===== src/sv/gac_pkg.sv =====
`default_nettype none

package gac_pkg;

  // Counter and field widths
  localparam int unsigned CntW  = 16;
  localparam int unsigned DistW = 13;
  localparam int unsigned CfgIdxW = 3;
  localparam int unsigned CfgDataW = 16;

  localparam logic [CntW-1:0] CntMax = '1;

  // Register reset values
  localparam logic [CntW-1:0]  PassageTimeoutRst = 16'd5000;
  localparam logic [CntW-1:0]  DetectHoldRst     = 16'd1000;
  localparam logic [CntW-1:0]  ClosingRst        = 16'd1000;
  localparam logic [CntW-1:0]  ErrorRst          = 16'd2000;
  localparam logic [CntW-1:0]  MeasureRst        = 16'd10;
  localparam logic [DistW-1:0] BaseDistRst       = 13'd0;

  // Presence threshold: dist*PresNum < base*PresDen  (dist < 0.95*base)
  localparam int unsigned ProdW = DistW + 5;
  localparam logic [4:0] PresNum = 5'd20;
  localparam logic [4:0] PresDen = 5'd19;

  typedef enum logic [2:0] {
    MODE_WAIT  = 3'd0,
    MODE_PWAIT = 3'd1,
    MODE_DET   = 3'd2,
    MODE_CLOSE = 3'd3,
    MODE_ERR   = 3'd4,
    MODE_DENY  = 3'd5
  } mode_t;

  typedef enum logic [1:0] {
    DOOR_NONE  = 2'd0,
    DOOR_ENTRY = 2'd1,
    DOOR_EXIT  = 2'd2,
    DOOR_CLOSE = 2'd3
  } door_t;

  typedef enum logic [2:0] {
    DISP_NONE    = 3'd0,
    DISP_WAITING = 3'd1,
    DISP_WELCOME = 3'd2,
    DISP_GOODBYE = 3'd3,
    DISP_DENIED  = 3'd4,
    DISP_NO_PASS = 3'd5
  } disp_t;

  typedef enum logic [1:0] {
    LOG_NONE    = 2'd0,
    LOG_DENIED  = 2'd1,
    LOG_NO_PASS = 2'd2,
    LOG_PASSED  = 2'd3
  } log_t;

  typedef enum logic [CfgIdxW-1:0] {
    CFG_PASSAGE_TIMEOUT = 3'd0,
    CFG_DETECT_HOLD     = 3'd1,
    CFG_CLOSING         = 3'd2,
    CFG_ERROR           = 3'd3,
    CFG_MEASURE         = 3'd4,
    CFG_BASE_DIST       = 3'd5
  } cfg_idx_t;

  // Saturating tick increment
  function automatic logic [CntW-1:0] sat_inc(input logic [CntW-1:0] v);
    return (v == CntMax) ? CntMax : v + 1'b1;
  endfunction

endpackage

`default_nettype wire


===== src/sv/gac_if.sv =====
`default_nettype none

// Input channel: one tick item
interface gac_in_if;
  logic       valid;
  logic       ready;
  logic       entry_card_seen;
  logic       exit_card_seen;
  logic       card_allowed;
  logic [12:0] distance_mm;

  modport source (output valid, entry_card_seen, exit_card_seen, card_allowed,
                  distance_mm, input ready);
  modport sink   (input valid, entry_card_seen, exit_card_seen, card_allowed,
                  distance_mm, output ready);
endinterface

// Result channel: one result per tick
interface gac_out_if;
  logic       valid;
  logic       ready;
  logic [2:0] gate_state;
  logic [1:0] door_command;
  logic [2:0] display_message;
  logic [1:0] log_event;
  logic       pass_direction;

  modport source (output valid, gate_state, door_command, display_message, log_event,
                  pass_direction, input ready);
  modport sink   (input valid, gate_state, door_command, display_message, log_event,
                  pass_direction, output ready);
endinterface

`default_nettype wire


===== src/sv/gate_access_controller_top.sv =====
// Channel  Dir  Handshake      Payload
// in_if    in   valid/ready    entry_card_seen, exit_card_seen, card_allowed, distance_mm
// out_if   out  valid/ready    gate_state, door_command, display_message, log_event,
//                              pass_direction
// cfg      in   cfg_we         cfg_idx (3), cfg_wdata (16), no read-back
//
// One item per clock while out_if.ready is high: the tick is evaluated combinationally
// from the input channel and the state registers and is captured in the result register
// when accepted. in_if.ready is high while the result register is empty or being emptied,
// so a new item is taken in the same cycle the previous result is taken.
// rst_n (synchronous, active low) clears the mode, state counter, direction, result valid,
// sets the sample counter to all ones and loads the config registers with their defaults.
`default_nettype none

module gate_access_controller_top
  import gac_pkg::*;
(
  input  wire logic              clk,
  input  wire logic              rst_n,
  input  wire logic              cfg_we,
  input  wire logic [CfgIdxW-1:0] cfg_idx,
  input  wire logic [CfgDataW-1:0] cfg_wdata,
  gac_in_if.sink                 in_if,
  gac_out_if.source              out_if
);

  // Configuration registers
  logic [CntW-1:0]  pto_r, hold_r, close_r, err_r, meas_r;
  logic [DistW-1:0] base_r;

  // Gate state
  mode_t           mode_r, mode_nxt;
  logic [CntW-1:0] state_ticks_r, state_ticks_nxt;
  logic [CntW-1:0] sample_ticks_r, sample_ticks_nxt;
  logic            dir_r, dir_nxt;

  // Result register
  logic  out_valid_r;
  mode_t gate_state_r;
  door_t door_r, door_nxt;
  disp_t disp_r, disp_nxt;
  log_t  log_r, log_nxt;
  logic  pass_dir_r;

  logic in_fire, out_fire;
  logic card, present, sample_due;
  logic restart, sample_clr;
  logic [ProdW-1:0] dist_prod, base_prod;

  assign in_fire  = in_if.valid && in_if.ready;
  assign out_fire = out_valid_r && out_if.ready;
  assign in_if.ready = !out_valid_r || out_if.ready;

  // Config writes
  always_ff @(posedge clk) begin
    if (!rst_n) begin
      pto_r   <= PassageTimeoutRst;
      hold_r  <= DetectHoldRst;
      close_r <= ClosingRst;
      err_r   <= ErrorRst;
      meas_r  <= MeasureRst;
      base_r  <= BaseDistRst;
    end else if (cfg_we) begin
      case (cfg_idx)
        CFG_PASSAGE_TIMEOUT: pto_r   <= cfg_wdata;
        CFG_DETECT_HOLD:     hold_r  <= cfg_wdata;
        CFG_CLOSING:         close_r <= cfg_wdata;
        CFG_ERROR:           err_r   <= cfg_wdata;
        CFG_MEASURE:         meas_r  <= cfg_wdata;
        CFG_BASE_DIST:       base_r  <= cfg_wdata[DistW-1:0];
        default: ;
      endcase
    end
  end

  // Presence: distance nonzero and below 95% of the empty-gate distance
  assign dist_prod  = ProdW'(in_if.distance_mm) * ProdW'(PresNum);
  assign base_prod  = ProdW'(base_r) * ProdW'(PresDen);
  assign present    = (in_if.distance_mm != '0) && (dist_prod < base_prod);
  assign sample_due = sample_ticks_r >= meas_r;
  assign card       = in_if.entry_card_seen || in_if.exit_card_seen;

  // Next state, direction and counter control
  always_comb begin
    mode_nxt   = mode_r;
    dir_nxt    = dir_r;
    restart    = 1'b0;
    sample_clr = 1'b0;
    unique case (mode_r)
      MODE_PWAIT: begin
        if (state_ticks_r >= pto_r) begin
          mode_nxt = MODE_ERR;
          restart  = 1'b1;
        end else if (sample_due) begin
          sample_clr = 1'b1;
          if (present) begin
            mode_nxt = MODE_DET;
            restart  = 1'b1;
          end
        end
      end
      MODE_DET: begin
        // hold check uses the count from before a presence restart
        sample_clr = sample_due;
        restart    = sample_due && present;
        if (state_ticks_r >= hold_r) begin
          mode_nxt = MODE_CLOSE;
          restart  = 1'b1;
        end
      end
      MODE_CLOSE: begin
        if (state_ticks_r >= close_r) begin
          mode_nxt = MODE_WAIT;
          restart  = 1'b1;
        end
      end
      MODE_ERR, MODE_DENY: begin
        if (state_ticks_r >= err_r) begin
          mode_nxt = MODE_WAIT;
          restart  = 1'b1;
        end
      end
      default: begin
        if (card) begin
          restart = 1'b1;
          if (in_if.card_allowed) begin
            mode_nxt = MODE_PWAIT;
            dir_nxt  = !in_if.entry_card_seen;
          end else begin
            mode_nxt = MODE_DENY;
          end
        end
      end
    endcase
    // counters count up at the end of each tick
    state_ticks_nxt  = restart    ? CntW'(1) : sat_inc(state_ticks_r);
    sample_ticks_nxt = sample_clr ? CntW'(1) : sat_inc(sample_ticks_r);
  end

  // Result fields
  always_comb begin
    door_nxt = DOOR_NONE;
    disp_nxt = DISP_NONE;
    log_nxt  = LOG_NONE;
    unique case (mode_r)
      MODE_PWAIT: begin
        if (state_ticks_r >= pto_r) begin
          door_nxt = DOOR_CLOSE;
          disp_nxt = DISP_NO_PASS;
          log_nxt  = LOG_NO_PASS;
        end
      end
      MODE_DET: begin
        if (state_ticks_r >= hold_r) log_nxt = LOG_PASSED;
      end
      MODE_CLOSE: begin
        if (state_ticks_r >= close_r) disp_nxt = DISP_WAITING;
      end
      MODE_ERR, MODE_DENY: begin
        if (state_ticks_r >= err_r) disp_nxt = DISP_WAITING;
      end
      default: begin
        if (card) begin
          if (in_if.card_allowed) begin
            door_nxt = in_if.entry_card_seen ? DOOR_ENTRY : DOOR_EXIT;
            disp_nxt = in_if.entry_card_seen ? DISP_WELCOME : DISP_GOODBYE;
          end else begin
            disp_nxt = DISP_DENIED;
            log_nxt  = LOG_DENIED;
          end
        end
      end
    endcase
  end

  // State update on each accepted tick
  always_ff @(posedge clk) begin
    if (!rst_n) begin
      mode_r         <= MODE_WAIT;
      state_ticks_r  <= '0;
      sample_ticks_r <= CntMax;
      dir_r          <= 1'b0;
    end else if (in_fire) begin
      mode_r         <= mode_nxt;
      state_ticks_r  <= state_ticks_nxt;
      sample_ticks_r <= sample_ticks_nxt;
      dir_r          <= dir_nxt;
    end
  end

  // Result register
  always_ff @(posedge clk) begin
    if (!rst_n) begin
      out_valid_r <= 1'b0;
    end else if (in_fire) begin
      out_valid_r <= 1'b1;
    end else if (out_fire) begin
      out_valid_r <= 1'b0;
    end
  end

  always_ff @(posedge clk) begin
    if (in_fire) begin
      gate_state_r <= mode_nxt;
      door_r       <= door_nxt;
      disp_r       <= disp_nxt;
      log_r        <= log_nxt;
      pass_dir_r   <= dir_nxt;
    end
  end

  assign out_if.valid           = out_valid_r;
  assign out_if.gate_state      = gate_state_r;
  assign out_if.door_command    = door_r;
  assign out_if.display_message = disp_r;
  assign out_if.log_event       = log_r;
  assign out_if.pass_direction  = pass_dir_r;

  // Checks
  a_state_holds_idle: assert property (@(posedge clk) disable iff (!rst_n)
    !in_fire |=> $stable(mode_r) && $stable(state_ticks_r) && $stable(sample_ticks_r))
    else $error("gate state moved without an accepted item");

  a_passed_closes: assert property (@(posedge clk) disable iff (!rst_n)
    out_valid_r && log_r == LOG_PASSED |-> gate_state_r == MODE_CLOSE)
    else $error("passage logged without entering closing");

  a_denied_no_door: assert property (@(posedge clk) disable iff (!rst_n)
    out_valid_r && log_r == LOG_DENIED |-> gate_state_r == MODE_DENY && door_r == DOOR_NONE)
    else $error("denied card with wrong state or door command");

  a_open_dir: assert property (@(posedge clk) disable iff (!rst_n)
    out_valid_r && (door_r == DOOR_ENTRY || door_r == DOOR_EXIT) |->
      gate_state_r == MODE_PWAIT && pass_dir_r == (door_r == DOOR_EXIT))
    else $error("door opened against the recorded direction");

endmodule

`default_nettype wire


===== src/flat_wrapper.sv =====
// flat-port wrapper written by rule: the top's interface ports become plain ports
module gate_access_controller_top_flat import gac_pkg::*;
  (clk, rst_n, cfg_we, cfg_idx, cfg_wdata, in_if_valid, in_if_entry_card_seen, in_if_exit_card_seen, in_if_card_allowed, in_if_distance_mm, in_if_ready, out_if_valid, out_if_gate_state, out_if_door_command, out_if_display_message, out_if_log_event, out_if_pass_direction, out_if_ready);
  gac_in_if in_if_i ();
  gac_out_if out_if_i ();
  input  wire logic clk;
  input  wire logic rst_n;
  input  wire logic cfg_we;
  input  wire logic [CfgIdxW-1:0] cfg_idx;
  input  wire logic [CfgDataW-1:0] cfg_wdata;
  input wire logic [$bits(in_if_i.valid)-1:0] in_if_valid;
  input wire logic [$bits(in_if_i.entry_card_seen)-1:0] in_if_entry_card_seen;
  input wire logic [$bits(in_if_i.exit_card_seen)-1:0] in_if_exit_card_seen;
  input wire logic [$bits(in_if_i.card_allowed)-1:0] in_if_card_allowed;
  input wire logic [$bits(in_if_i.distance_mm)-1:0] in_if_distance_mm;
  output wire logic [$bits(in_if_i.ready)-1:0] in_if_ready;
  output wire logic [$bits(out_if_i.valid)-1:0] out_if_valid;
  output wire logic [$bits(out_if_i.gate_state)-1:0] out_if_gate_state;
  output wire logic [$bits(out_if_i.door_command)-1:0] out_if_door_command;
  output wire logic [$bits(out_if_i.display_message)-1:0] out_if_display_message;
  output wire logic [$bits(out_if_i.log_event)-1:0] out_if_log_event;
  output wire logic [$bits(out_if_i.pass_direction)-1:0] out_if_pass_direction;
  input wire logic [$bits(out_if_i.ready)-1:0] out_if_ready;
  assign in_if_i.valid = in_if_valid;
  assign in_if_i.entry_card_seen = in_if_entry_card_seen;
  assign in_if_i.exit_card_seen = in_if_exit_card_seen;
  assign in_if_i.card_allowed = in_if_card_allowed;
  assign in_if_i.distance_mm = in_if_distance_mm;
  assign in_if_ready = in_if_i.ready;
  assign out_if_valid = out_if_i.valid;
  assign out_if_gate_state = out_if_i.gate_state;
  assign out_if_door_command = out_if_i.door_command;
  assign out_if_display_message = out_if_i.display_message;
  assign out_if_log_event = out_if_i.log_event;
  assign out_if_pass_direction = out_if_i.pass_direction;
  assign out_if_i.ready = out_if_ready;
  gate_access_controller_top u_core (.clk(clk), .rst_n(rst_n), .cfg_we(cfg_we), .cfg_idx(cfg_idx), .cfg_wdata(cfg_wdata), .in_if(in_if_i), .out_if(out_if_i));
endmodule

===== config.mk =====
export PLATFORM = sky130hd
export DESIGN_NAME = gate_access_controller_top_flat
export DESIGN_NICKNAME = d
export VERILOG_FILES = /design/src/sv/gac_pkg.sv /design/src/sv/gac_if.sv /design/src/sv/gate_access_controller_top.sv /design/src/flat_wrapper.sv
export SDC_FILE = /design/constraint.sdc
export NUM_CORES = 1
export LEC_CHECK = 0
export ABC_AREA = 1
export BUFFER_PORTS_ARGS = -buffer_cell sky130_fd_sc_hd__buf_2
export CAP_MARGIN = 10
export CORE_MARGIN = 2
export CORE_UTILIZATION = 35
export DETAILED_ROUTE_END_ITERATION = 16
export GPL_ROUTABILITY_DRIVEN = 0
export PLACE_DENSITY_LB_ADDON = 0.15
export SYNTH_ARGS = -nofsm -noshare
export SYNTH_HDL_FRONTEND = slang
export SYNTH_SLANG_ARGS = --single-unit

===== constraint.sdc =====
create_clock -name clk -period 4.5 [get_ports clk]
set_input_delay 0.45 -clock clk [delete_from_list [all_inputs] [get_ports clk]]
set_output_delay 0.45 -clock clk [all_outputs]
set_load 0.02 [all_outputs]

# [Word level (Yosys, flattened, before mapping)]
# Cells that the tools add are included.
[word_totals] output_inout_bits=13 ff_bits=141
[op_classes] reduce_logical=21 eq_ne=12 addsub=2 n_mux=46 multipliers=2 magnitude_cmp=6
[op_table] op="$ge 16x16->1" count=5
[op_table] op="$mux 16" count=4
[op_table] op="$mux 3" count=11
[op_table] op="$add 16x1->16 const B" count=2
[op_table] op="$eq 16x16->1 const B" count=2
[op_table] op="$pmux 3 s4" count=2
[op_table] op="$lt 18x18->1" count=1
[op_table] op="$mul 13x5->18 const B" count=1
[op_table] op="$mux 1" count=18
[op_table] op="$mul 13x3->16 const B" count=1
[op_table] op="$mux 2" count=7
[op_table] op="$reduce_bool 13->1" count=1
[op_table] op="$eq 3x2->1 const B" count=4
[op_table] op="$eq 3x3->1 const B" count=4
[op_table] op="$reduce_and 2->1" count=6
[op_table] op="$eq 3x1->1 const B" count=2
[op_table] op="$pmux 2 s3" count=1
[op_table] op="$reduce_or 5->1" count=1
[op_table] op="$logic_and 1x1->1" count=4
[op_table] op="$pmux 1 s4" count=1
[op_table] op="$pmux 2 s2" count=1
[op_table] op="$reduce_or 4->1" count=1
[op_table] op="$logic_not 3->1" count=1
[op_table] op="$reduce_or 3->1" count=1
[op_table] op="5 further kinds" count=7

# [Logic depth before layout (Yosys ltp)]
# Gate-level depths: netlist of the first run.
[logic_depth] word_depth=8 depth_mapped=32 depth_no_buf=31

# [Worst setup path after synthesis of the first run]
# Ideal clock, no wire load.
[synth_path] kind="reg2reg" startpoint="reg u_core.base_r[4]" endpoint="reg u_core.state_ticks_r[12]" arrival_ps=3794 setup_time_ps=146 n_path_buf=1 required_ps=4354 path_stages_with_launch=29 period_less_slack_ps=3940 setup_slack_ps=560 cell_sequence="dfxtp_1 ha_1 inv_1 fa_1 inv_1 ha_1 a21oi_1 o21ai_0 a21oi_1 o21ai_1 a21boi_1 o21ai_1 a21o_1 nand2_1 ha_1 nand2_1 nor2_1 a21boi_1 nor2_1 nand2_1 nor2_1 nand2_1 nor2_1 nor2_1 nand2_1 nand2_4 buf_4 nand2_1 a21oi_1"
[synth_between] elab_chain_len=8 elab_cells_between_ends=10 classes_between="mul: 1; order compare: 1; mux: 6; reduce/logical: 2"
[synth_rtl] item="start, declared" line_no="gate_access_controller_top.sv:29" text="logic [DistW-1:0] base_r;"
[synth_rtl] item="start signal, assigned" line_no="gate_access_controller_top.sv:62" text="base_r <= BaseDistRst;"
[synth_rtl] item="start signal, assigned" line_no="gate_access_controller_top.sv:70" text="CFG_BASE_DIST: base_r <= cfg_wdata[DistW-1:0];"
[synth_rtl] item="$mul 13x5->18 (*)" line_no="gate_access_controller_top.sv:78" text="assign base_prod = ProdW'(base_r) * ProdW'(PresDen);"
[synth_rtl] item="$lt 18x18->1 (*)" line_no="gate_access_controller_top.sv:79" text="assign present = (in_if.distance_mm != '0) && (dist_prod < base_prod);"
[synth_rtl] item="$logic_and 1x1->1 (*)" line_no="gate_access_controller_top.sv:79"
[synth_rtl] item="$mux 1" line_no="gate_access_controller_top.sv:96" text="if (present) begin"
[synth_rtl] item="$mux 1" line_no="gate_access_controller_top.sv:94" text="end else if (sample_due) begin"
[synth_rtl] item="$mux 1" line_no="gate_access_controller_top.sv:91" text="if (state_ticks_r >= pto_r) begin"
[synth_rtl] item="$pmux 1 s4 (*)" line_no="gate_access_controller_top.sv:89" text="unique case (mode_r)"
[synth_rtl] item="$mux 16 (*)" line_no="gate_access_controller_top.sv:136" text="state_ticks_nxt = restart ? CntW'(1) : sat_inc(state_ticks_r);"
[synth_rtl] item="end signal, assigned" line_no="gate_access_controller_top.sv:185" text="state_ticks_r <= state_ticks_nxt;"
[synth_rtl] item="end, declared" line_no="gate_access_controller_top.sv:33" text="logic [CntW-1:0] state_ticks_r, state_ticks_nxt;"
# Mark *: on every way between the ends. The rest lies on a longest branch, timed or not.
# A chain may end at the register's enable or synchronous reset.

# [Worst setup path after layout of the first run]
[layout_path] startpoint="reg u_core.base_r[2]" endpoint="reg u_core.state_ticks_r[6]"
# Same word-level chain as after synthesis.

==> reports/metrics.yaml, run 1 <==
seq_power_share_pct: 39.4
crit_required_ns: 4.86
dp_hpwl_um: 18760
layout_common_cells: "nand2_1, inv_1, a21oi_1"
place_area_um2: 10630
worstPathMaxFanout: 8
synthesis.instances: 1347
hold_class: "in -> reg"
switchingPower_uw: 1085
period_minus_slack_ns: 4.243
dieArea_um2: 29820
p_int_uw: 2413
holdWs_ns: 0.3106
drtAntennaViolNets: 0
slew_viol_final: 0
drt_pre_antenna_iters: 5
synth_cell_types: 45
fillers: 3020
clock_power_share_pct: 39.8
setup_viol_count_final: 0
clk_root_buffer_cell: "clkbuf_16"
ys.flop_type: "dfxtp_1"
worstSetupEndpointType: "flip-flop"
track_usage_pct: 17.71
start_util_pct: 35.65
syn_area_um2: 9960
setup_ws_ns: 0.2569
cp.arrival_ns: 4.60
routed_wl_um: 25740
powerDensity_nw_per_um2: 307.0
tightestPinTransition_ns: 1.032
pre_cts_ws_ns: 0.1032
drc: 0
antenna_found_initial: 0
synth-seq-cells: 141
wl_per_cell_um: 14.40
fin_skew_ns: 0.01397
fin_nets: 1596
ir_worst_vdd_mv: 0.2378
stdcell_count: 1788
finalHoldViolations: 0
final_area_um2: 11390
criticalPathCategory: "reg -> reg"
switching_share_pct: 31.01
syn2layout_area_growth_pct: 14.40
io_pins: 53
cap_viol_max_count: 0
clk_latency_ns: 0.43
finalCritPeriodShare_pct: 94.29
htree_levels: 4
dr.first_iter.drc_count: 397
cts_sinks: 141
cts.reportedPaths.clkPinSlew_ns: 0.07
grt_pass1_wl_um: 42500
drive_gt1_share_pct: 11.70
core_um2: 27930
antenna_cells: 0
yosys_warnings: 0
postCtsHoldBufs: 0
status: "complete, no violations"
synth-edff-count: 11
cts_made_buffers: 17
yosysTopAreaCell: "dfxtp_1"
final_common_cell: "nand2_1"
relSlewSlack_pct: 31.13
grt_pass1_vias: 8300
vias: 8633
synth_area_leaders: "dfxtp_1, ha_1, nand2_1"
async_flop_share_pct: 0
clk_path_buf_depth: 2
dpl.cell_count: 1752
yosysSeqAreaShare_pct: 29.45
grt_max_degree: 101
portBuffers: 52
fp.dieH_um: 172.7
synth_nets: 1546
cts_tree: "yes"
critPathLaunchType: "flip-flop"
fin_setup_tns_ns: 0
regArea_um2: 2938
comb_power_share_pct: 20.8
overflow: 0
fmax_ghz: 0.2357
multi_input_area_um2: 6198
leakage_uw: 0.005415
viasPerCell: 4.828
rows: 61
syn_area_per_cell_um2: 7.394
die_w_um: 172.7
synth_top_area_share_pct: 26.13
## worst max-delay path: stages (launching register included)
cell      delay [ns]
dfxtp_2         0.34
ha_1            0.27
inv_1           0.05
fa_1            0.49
inv_1           0.04
ha_1            0.31
a21oi_1         0.16
o21ai_1         0.09
a21oi_2         0.17
o21ai_2         0.10
a21boi_2        0.20
o21ai_2         0.09
xor2_1          0.15
ha_1            0.31
nand2_1         0.07
nor2_2          0.14
a21boi_2        0.16
nor2_1          0.05
nand2_1         0.05
nor2_1          0.04
buf_4           0.15
nand2_1         0.08
nor2_1          0.04
nor2_1          0.13
nand2_2         0.12
nand2_4         0.15
nand2_1         0.09
a21oi_2         0.13
## layout make-up
cell class / count / area share (%)
multi-input cells: 950 / 54.40
flip-flops and latches: 141 / 25.79
repair buffers: 64 / 3.251
inverters: 223 / 7.347
well taps: 378 / 4.151
clock buffers: 20 / 4.107
clock inverters: 12 / 0.9554
## state kept, by name, summed over array words and instances (netlist names), 13 cells and up
signal                 cells
u_core.base_r             13
u_core.state_ticks_r      16
u_core.pto_r              16
u_core.hold_r             16
u_core.sample_ticks_r     16
u_core.err_r              16
u_core.meas_r             16
u_core.close_r            16
## cell usage after synthesis (3+ instances only)
library cell    n
o21bai_1        4
nand4_1        12
dfxtp_1       130
inv_1         214
xnor2_1        12
a21oi_1       163
inv_2           7
nand2_1       247
o21ai_1        12
o21a_1          4
ha_1          149
nand3_1        32
o211ai_1       28
fa_1           10
nand3_2         3
clkbuf_1       32
edfxtp_1       11
xor2_1         26
nor2_2          5
o21ai_0        99
o31ai_1         4
nor3_1         20
a21oi_2         4
nor2_1         78
nand2_2         5
a21o_1          3
a21boi_1        3
nor3_2          3
## layer usage
| metal | part of all wire [%] | track usage, % | wire length (um) |
|---|---|---|---|
| met5 | 0 | 0 | 0 |
| met4 | 1.2 | 3.602 | 307 |
| met3 | 2.4 | 2.946 | 628 |
| met1 | 48 | 22.87 | 12390 |
| met2 | 48 | 31.12 | 12410 |
## stage by stage
| step | power (uW) | utilization, % |
|---|---|---|
| final | 3498 | 40.79 |
| after floorplan | 1916 | - |
| after global routing | 3702 | 40.79 |
| after global placement | 2106 | 38.04 |
| after CTS | 3515 | 40.10 |
| after detailed placement | 2116 | 38.04 |
## logic make-up (layout without fill, tap and decap cells)
logic type / Yosys count / in the layout / share of synthesized area (%)
AOI/OAI and AO/OA: 329 / 329 / 17.98
xor gates and xnor gates: 38 / 38 / 3.342
adders and majority gates: 159 / 159 / 20.73
buffers and inverters: 257 / 319 / 9.761
DFF: 141 / 141 / 29.45
and+or+nand+nor: 423 / 424 / 18.74
## timing repair
item                                    4_1_cts  5_1_grt
setup buffers                                 0        2
endpoints found under the setup margin        0       20
gates resized for setup                       0       32
## power groups by stage
stage	combinational, uW	clock [uW]	sequential, uW
after global placement	700	0	1410
after detailed placement	708	0	1410
after floorplan	510	0	1410
final	728	1390	1380
after global routing	847	1470	1390
after CTS	713	1420	1380
## final timing paths
| kind | slack, ns | cells after the start | to | startpoint |
|---|---|---|---|---|
| hold / removal | 0.31 | 4 | u_core.out_if.valid$_SDFFE_PN0P_ | out_if_ready |
| setup reg to reg | 0.26 | 27 | u_core.state_ticks_r[6]$_SDFFE_PN0P_ | u_core.base_r[2]$_SDFFE_PN0P_ |
| setup / recovery | 0.26 | 27 | u_core.state_ticks_r[6]$_SDFFE_PN0P_ | u_core.base_r[2]$_SDFFE_PN0P_ |
| hold reg to reg | 0.46 | 2 | u_core.err_r[3]$_SDFFE_PN0P_ | u_core.err_r[3]$_SDFFE_PN0P_ |
Note: power is estimated with default switching activity, not from simulation.
==> inputs of run 2 (changes only) <==
Settings changed: ABC_AREA 1 to 0.
==> reports/metrics.yaml, run 2 <==
status: "complete, no violations"
r2r_setup_slack_ns: 0.18  # -0.07 ns
postCtsHoldBufs: 0  # unchanged
core_um2: 27780  # -0.55%
overflow: 0  # unchanged
clk_latency_ns: 0.43  # about the same
routed_wl_um: 25250  # -1.9%
fmax_ghz: 0.2316  # -1.7%
switching_share_pct: 30.11  # -0.90 points
drtAntennaViolNets: 0  # unchanged
layout_common_cells: "nand2_1, ha_1, inv_1"
syn_area_per_cell_um2: 8.033  # +8.6%
hold_end: "u_core.out_if.valid$_SDFFE_PN0P_"
leakage_uw: 0.004967  # -8.3%
cts_tree: "yes"
synth-seq-cells: 141  # unchanged
slew_viol_final: 0  # unchanged
async_flop_share_pct: 0  # unchanged
fp.dieH_um: 171.8  # -0.51%
synth_top_area_share_pct: 26.40  # +0.27 points
clk_root_buffer_cell: "clkbuf_16"
finalCritPeriodShare_pct: 95.94  # +1.7 points
cp.arrival_ns: 4.62  # +0.02 ns
ys.flop_type: "dfxtp_1"
cts_sinks: 141  # unchanged
holdWs_ns: 0.2794  # -0.03119 ns
power.total_uw: 3638  # +4.0%
grt_pass1_vias: 8013  # -3.5%
rows: 61  # unchanged
r2r_cells: 21  # -22%
grt_pass1_wl_um: 41080  # -3.4%
dp_hpwl_um: 18870  # +0.58%
cts.reportedPaths.clkPinSlew_ns: 0.06  # about the same
drive_gt1_share_pct: 13.03  # +1.3 points
drt_pre_antenna_iters: 5  # unchanged
start_util_pct: 35.48  # -0.17 points
vias: 8378  # -3.0%
antenna_found_initial: 0  # unchanged
htree_levels: 4  # unchanged
relSlewSlack_pct: 39.65  # +8.5 points
fillers: 2874  # -4.8%
synth_nets: 1426  # -7.8%
portBuffers: 52  # unchanged
synth_area_leaders: "dfxtp_1, ha_1, nand2_1"
comb_power_share_pct: 21.2  # +0.4 points
powerDensity_nw_per_um2: 314.1  # +2.3%
criticalPathCategory: "reg -> reg"
cap_viol_max_count: 0  # unchanged
drc: 0  # unchanged
die_w_um: 171.8  # -0.51%
io_pins: 53  # unchanged
yosysMostFrequentCell: "nand2_1"
syn2layout_area_growth_pct: 17.53
setup_viol_count_final: 0  # unchanged
track_usage_pct: 17.68  # -0.031 points
wl_per_cell_um: 14.94  # +3.8%
dieArea_um2: 29520  # -1.0%
synthesis.instances: 1227  # -8.9%
fin_nets: 1499  # -6.1%
period_minus_slack_ns: 4.317  # +0.07430 ns
worstPathMaxFanout: 6  # -2
yosys_warnings: 0  # unchanged
yosysSeqAreaShare_pct: 29.75  # +0.31 points
viasPerCell: 4.957  # +2.7%
multi_input_area_um2: 6470  # +4.4%
critPathLaunchType: "flip-flop"
ir_worst_vdd_mv: 0.2425  # +2.0%
switchingPower_uw: 1096  # +1.0%
hold_start: "in_if_valid"
yosysTopAreaCell: "dfxtp_1"
crit_required_ns: 4.80  # -0.06 ns
reg2reg_from: "u_core.base_r[5]$_SDFFE_PN0P_"
p_int_uw: 2543  # +5.4%
synth_cell_types: 62  # +38%
synth_common_cells: "nand2_1, ha_1, inv_1"
syn_area_um2: 9857  # -1.0%
tightestPinTransition_ns: 0.9053  # -0.1266 ns
min_path_cells: 3  # -1
final_util_pct: 41.70  # +0.91 points
clk_path_buf_depth: 2  # unchanged
cts_made_buffers: 17  # unchanged
clock_power_share_pct: 40.5  # +0.7 points
final_common_cell: "nand2_1"
synth-edff-count: 11  # unchanged
grt_max_degree: 70  # -31%
fin_skew_ns: 0.01427  # +0.0003035 ns
hold_class: "in -> reg"
dr.first_iter.drc_count: 439  # +11%
r2r_end: "u_core.state_ticks_r[5]$_SDFFE_PN0P_"
regArea_um2: 2935  # about the same
antenna_cells: 0  # unchanged
worstSetupEndpointType: "flip-flop"
finalHoldViolations: 0  # unchanged
seq_power_share_pct: 38.3  # -1.1 points
==> run 2: layout make-up <==
class	count	share of cell area (%)
Multi-Input combinational cell	911	55.85
Timing Repair Buffer	91	5.065
Clock inverter	12	1.372
Tap cell	378	4.083
Inverter	138	4.471
Clock buffer	19	3.823
Sequential cell	141	25.34
==> run 2: kinds of logic after synthesis <==
logic type | share of synthesized area, %
AND/OR/NAND/NOR | 19.56
AO/OA/AOI/OAI | 20.98
buffers and inverters | 6.753
XOR/XNOR | 1.777
flip-flops | 29.75
adder cells (fa/ha/maj) | 20.94
multiplexers | 0.2285
==> run 2: how the worst max path moves through the flow <==
| stage | slack (ns) | cells after the start | end | start |
|---|---|---|---|---|
| finish | 0.18 | 21 | u_core.state_ticks_r[5]$_SDFFE_PN0P_ | u_core.base_r[5]$_SDFFE_PN0P_ |
| global route | -0.04 | 20 | u_core.state_ticks_r[4]$_SDFFE_PN0P_ | u_core.base_r[10]$_SDFFE_PN0P_ |
| CTS | 0.008 | 20 | u_core.state_ticks_r[3]$_SDFFE_PN0P_ | u_core.base_r[3]$_SDFFE_PN0P_ |
| detailed placement | -0.21 | 21 | u_core.state_ticks_r[3]$_SDFFE_PN0P_ | in_if_distance_mm[3] |
| global placement | -0.14 | 21 | u_core.state_ticks_r[3]$_SDFFE_PN0P_ | in_if_distance_mm[3] |
| floorplan | 0.32 | 20 | u_core.state_ticks_r[3]$_SDFFE_PN0P_ | u_core.base_r[3]$_SDFFE_PN0P_ |
==> run 2: repair_timing <==
| item | CTS | global route |
|---|---|---|
| pin swaps | 0 | 20 |
| cloned | 0 | 1 |
| setup buffers | 0 | 2 |
| endpoints found under the setup margin | 16 | 17 |
| gates resized for setup | 4 | 40 |
==> run 2: per-layer routing <==
| layer | GRT usage (%) | vias up | part of all wire (%) |
|---|---|---|---|
| li1 | - | 4432 | - |
| met1 | 24.36 | 3824 | 50 |
| met2 | 29.06 | 107 | 46 |
| met3 | 2.761 | 15 | 2.5 |
| met4 | 4.056 | 0 | 1.1 |
| met5 | 0 | - | 0 |
==> run 2: critical path, stage by stage, from the launching register on <==
cell and delay, ns:
dfxtp_1 0.33, buf_4 0.14, ha_1 0.27, inv_1 0.05, fa_1 0.39, inv_1 0.12
ha_4 0.21, and2_4 0.16, a31oi_4 0.16, o31ai_4 0.10, or4_4 0.50, o311ai_4 0.08
xor2_1 0.21, ha_1 0.26, nor2_2 0.12, nor2_2 0.06, o41ai_2 0.04, buf_4 0.18
nand4_1 0.24, a41oi_4 0.30, clkbuf_16 0.21, a211oi_2 0.04
==> run 2: power by group through the flow <==
stage,clock network [uW],logic [uW],registers (uW)
finish,1470,773,1390
global route,1560,886,1400
CTS,1510,749,1390
detailed placement,0,745,1420
global placement,0,735,1420
floorplan,0,526,1410
==> run 2: metrics by stage <==
| stage | cell area [um^2] | TNS [ns] | worst slack (ns) | std cells |
|---|---|---|---|---|
| 6_report | 11580 | 0 | 0.1826 | 1690 |
| 5_1_grt | 11580 | -0.1099 | -0.03698 | 1690 |
| 4_1_cts | 11350 | 0 | 0.008024 | 1687 |
| 3_5_place_dp | 10740 | -2.908 | -0.2087 | 1656 |
| 3_3_place_gp | 10740 | -1.734 | -0.1381 | 1656 |
| 2_1_floorplan | 9857 | 0 | 0.3202 | 1227 |
